`src/sv/grpr_pkg.sv`:
```
// Shared types and constants for the glyph row pixel rasterizer.
`timescale 1ns / 1ps
`default_nettype none
package grpr_pkg;

  // Default geometry of the glyph store
  localparam int GlyphRowsDef = 16;
  localparam int CharCountDef = 256;

  // Configuration register widths and reset values
  localparam int CfgDataW     = 16;
  localparam int CfgAddrW     = 2;
  localparam logic [2:0]  BppReset    = 3'd4;
  localparam logic [15:0] PitchReset  = 16'd4096;
  localparam logic [1:0]  ScaleReset  = 2'd1;
  localparam logic [3:0]  GwidthReset = 4'd8;

  // Register indexes on the configuration port
  typedef enum logic [CfgAddrW-1:0] {
    CFG_BPP    = 2'd0,
    CFG_PITCH  = 2'd1,
    CFG_SCALE  = 2'd2,
    CFG_GWIDTH = 2'd3
  } cfg_reg_e;

  // Request kinds
  localparam logic REQ_LOAD = 1'b0;
  localparam logic REQ_DRAW = 1'b1;

  // Controller states
  typedef enum logic [1:0] {
    ST_IDLE,
    ST_LOOKUP,
    ST_SCAN,
    ST_DRAIN
  } state_e;

  // Commands from controller to datapath
  typedef struct packed {
    logic load_write;   // write row_bits into the store
    logic draw_accept;  // latch draw fields, read the store
    logic scan;         // step the column / sub-pixel counters
  } ctrl_cmd_t;

  // Status from datapath to controller
  typedef struct packed {
    logic in_range;       // code and row address a store entry
    logic pattern_empty;  // nothing to draw for the looked-up row
    logic last_pixel;     // final pixel emitted this cycle
    logic pipe_busy;      // offset pipeline still holds pixels
  } dp_status_t;

endpackage
`default_nettype wire

```
`src/sv/grpr_ctrl.sv`:
```
// Controller state machine of the glyph row pixel rasterizer.
`timescale 1ns / 1ps
`default_nettype none
module grpr_ctrl (
  input  wire logic                   clk_i,
  input  wire logic                   rst_ni,
  input  wire logic                   start,
  input  wire logic                   req_type_i,
  input  wire grpr_pkg::dp_status_t   status_i,
  output grpr_pkg::ctrl_cmd_t         cmd_o,
  output logic                        busy
);
  import grpr_pkg::*;

  state_e state_q, state_d;
  logic   accept;

  assign accept = (state_q == ST_IDLE) && start && status_i.in_range;

  // State register
  always_ff @(posedge clk_i or negedge rst_ni) begin
    if (!rst_ni) begin
      state_q <= ST_IDLE;
    end else begin
      state_q <= state_d;
    end
  end

  // Next state
  always_comb begin
    state_d = state_q;
    unique case (state_q)
      ST_IDLE: begin
        if (accept && (req_type_i == REQ_DRAW)) state_d = ST_LOOKUP;
      end
      ST_LOOKUP: begin
        state_d = status_i.pattern_empty ? ST_IDLE : ST_SCAN;
      end
      ST_SCAN: begin
        if (status_i.last_pixel) state_d = ST_DRAIN;
      end
      ST_DRAIN: begin
        if (!status_i.pipe_busy) state_d = ST_IDLE;
      end
      default: state_d = ST_IDLE;
    endcase
  end

  // Outputs
  always_comb begin
    cmd_o.load_write  = accept && (req_type_i == REQ_LOAD);
    cmd_o.draw_accept = accept && (req_type_i == REQ_DRAW);
    cmd_o.scan        = (state_q == ST_SCAN);
    busy              = (state_q != ST_IDLE);
  end

endmodule
`default_nettype wire

```
`config.mk`:
```
export PLATFORM = sky130hd
export DESIGN_NAME = grpr_ctrl
export DESIGN_NICKNAME = d
export VERILOG_FILES = /design/src/sv/grpr_pkg.sv /design/src/sv/grpr_ctrl.sv
export SDC_FILE = /design/constraint.sdc
export NUM_CORES = 1
export LEC_CHECK = 0
export BUFFER_PORTS_ARGS = -buffer_cell sky130_fd_sc_hd__clkbuf_2
export CELL_PAD_IN_SITES_DETAIL_PLACEMENT = 1
export CELL_PAD_IN_SITES_GLOBAL_PLACEMENT = 2
export CORE_AREA = 5 5 42 44
export DETAILED_ROUTE_END_ITERATION = 8
export DIE_AREA = 0 0 47 49
export GPL_TIMING_DRIVEN = 0
export PLACE_DENSITY_LB_ADDON = 0.1
export SLEW_MARGIN = 20
export SYNTH_ARGS = -nofsm -noshare
export SYNTH_HDL_FRONTEND = slang
export SYNTH_SLANG_ARGS = --single-unit
export TNS_END_PERCENT = 100
```
`constraint.sdc`:
```
create_clock -name clk_i -period 1.6 [get_ports clk_i]
set_clock_uncertainty 0.2 [all_clocks]
set_input_delay 0.08 -clock clk_i [delete_from_list [all_inputs] [get_ports clk_i]]
set_output_delay 0.08 -clock clk_i [all_outputs]
set_load 0.03 [all_outputs]
```
==> flow_summary.yaml <==
run_status:
  run_status: "finished, final reports clean"
job:
  maxCapViolCount: 0
global_route:
  grt_overflow: 0
  grtUsageTotal: 0.0500
  grt_pass1_vias: 190
  antenna_found_initial: 0
  grt_pass1_wl_um: 710
  grt_max_degree: 6
detailed_routing:
  first_iter_violations: 5
  viasPerCell: 3.38
  vias: 176
  post_drt_wl_per_cell_um: 9.48
  drc: 0
  ant_nets: 0
  wirelength_um: 493
  first_pass_iters: 2
setup_path:
  critPathMaxFanout: 4
  start_kind: "register"
  required_ns: 1.32
  slowest_delay_ns: 0.37
  arrival_ns: 1.24
  reg2reg_slack_ns: 0.41
  rr_startpoint: "state_q[0]"
  crit_family: "simple AND/OR/NAND/NOR gates"
  cp_num_cells: 3
  r2r_end: "state_q[0]"
  crit_start: "state_q[0]"
  crit_type: "register to output port"
  critPathBufInv: 1
  end_kind: "output port"
  endpoint: "cmd_o[2]"
  slowest_stage: "dfrtp_1"
  r2r_cells: 2
  worstPathCellList: "or2_4 -> nor3_1 -> buf_4"
floorplan:
  ios: 12
  dieArea_sq_mm: 0.00230
  initial_core_util: 0.0929
  fp.coreArea_sq_mm: 0.00140
  rows: 14
  die_w_um: 47
  dieHeight_um: 49
timing:
  post-route-period-util: 0.949
  max_slew.worst_pin.slew_ns: 0.167
  setup_violations: 0
  fin_crit_ns: 1.52
  slew_viol_final: 0
  rsz0062_at_grt: "false"
  relSlewSlack: 0.885
  finalHoldViolations: 0
  max_clock_freq_mhz: 659
clock_network:
  insertion_delay_ns: 0.23
  root_buffer: "clkbuf_4"
  htree_num_levels: 1
  clkSlewWorstSetupHoldPaths_ns: 0.03
  cts_buffers: 3
  ctsLongestPathBuffers: 2
  clkSinkCount: 2
  cts_tree: "done"
placement:
  placedCellCount: 41
  placed_cell_area_sq_um: 205
  finalWeightedCongestion: 0.578
  portBuffers: 11
logic_synthesis:
  syn_inst: 14
  ys_top_cells_by_count: "dfrtp_1, inv_1, nor3_1"
  synth.top_cell.area_share: 0.385
  ys.flop_type: "dfrtp_1"
  ys_types: 11
  synth.area.top_cells: "dfrtp_1, o32ai_2, mux2i_1"
  synth_nets: 22
  synth_area_leader_cell: "dfrtp_1"
  ys_warn_count: 0
  synth_edf_count: 0
  ys_seq_area_frac: 0.385
  synth-seq-cells: 2
  netlist_area_sq_um: 130
  async_reset_ff_frac: 1.00
  syn_area_per_cell_sq_um: 9.29
final_layout:
  antenna_cells: 0
  fillers: 180
  final_area_sq_um: 315
  fin_nets: 46
  area_growth_pct: 142
  drive_above_1_share: 0.500
  final_cells: 52
power_and_ir_drop:
  p_leak_nw: 0.155
  p_per_area_mw_per_mm2: 1490
  peakVddDrop_mv: 0.589
hold_path:
  min-delay-path-class: "input pin to register"
cells by family (layout without fill, tap and decap cells):
family                 after synthesis  after routing  share of synthesized area
buffers and inverters                2             24                     0.0577
and+or+nand+nor                      7              7                      0.308
muxes                                1              1                     0.0769
AOI/OAI and AO/OA                    2              2                      0.173
DFF                                  2              2                      0.385
per-layer routing:
metal | up-vias | GRT usage | wire length, um
met4 | 0 | 0.0691 | 0
li1 | 92 | - | -
met3 | 0 | 0.0221 | 47
met2 | 7 | 0.0701 | 269
met5 | - | 0 | 0
met1 | 77 | 0.0418 | 176
area by class of cell:
class / instances / area [sq um] / area share
timing repair buffer: 19 / 138 / 0.437
multi-input combinational: 10 / 77.6 / 0.246
sequential: 2 / 50.0 / 0.159
clock buffer: 3 / 22.5 / 0.0714
tap: 16 / 20.0 / 0.0635
inverter: 2 / 7.51 / 0.0238
power by group:
part / switching (mW) / internal, mW
logic: 0.155 / 0.112
clock network: 0.0310 / 0.0830
registers: 0.0142 / 0.0740
worst register-to-register path, cell delays in order, from the launching register on:
cell,delay (ns)
dfrtp_1,0.37
or2_4,0.28
o32ai_2,0.25
how the worst min path moves through the flow:
stage                       endpoint        start  slack (ns)  cells past startpoint
after global routing      state_q[0]  status_i[3]        0.02                      3
final                     state_q[0]  status_i[3]        0.01                      3
after detailed placement  state_q[0]       rst_ni       -0.33                      1
after global placement    state_q[0]       rst_ni       -0.33                      1
after CTS                 state_q[0]  status_i[3]       0.003                      3
after floorplan            async pin       rst_ni       -0.42                      0
metrics by stage:
step	hold slack, ns	power [mW]	setup slack, ns	setup TNS (ns)	util
after floorplan	-0.416	0.260	-0.100	-0.200	-
after global placement	-0.334	0.326	0.224	0	0.146
after detailed placement	-0.333	0.323	0.221	0	0.146
after CTS	0.00285	0.461	-0.000324	-0.000324	0.220
after global routing	0.0248	0.504	0.0377	0	0.225
final	0.0103	0.468	0.0820	0	0.225
cell usage in the layout, fill, tap and decap left out, drive strengths merged:
master,instances
clkbuf,13
inv,2
nand2,1
nor2b,1
or2b,1
dfrtp,2
or2,1
buf,2
mux2i,1
dlygate4sd3,7
nor2,1
nor3,2
o32ai,1
o22ai,1
repair_timing:
action,4_1_cts,5_1_grt
setup buffers,0,1
hold endpoints to repair,4,0
hold buffers,7,0
gates resized for setup,3,1
endpoints found under the setup margin,2,1
Note: power is estimated with default switching activity, not from simulation.
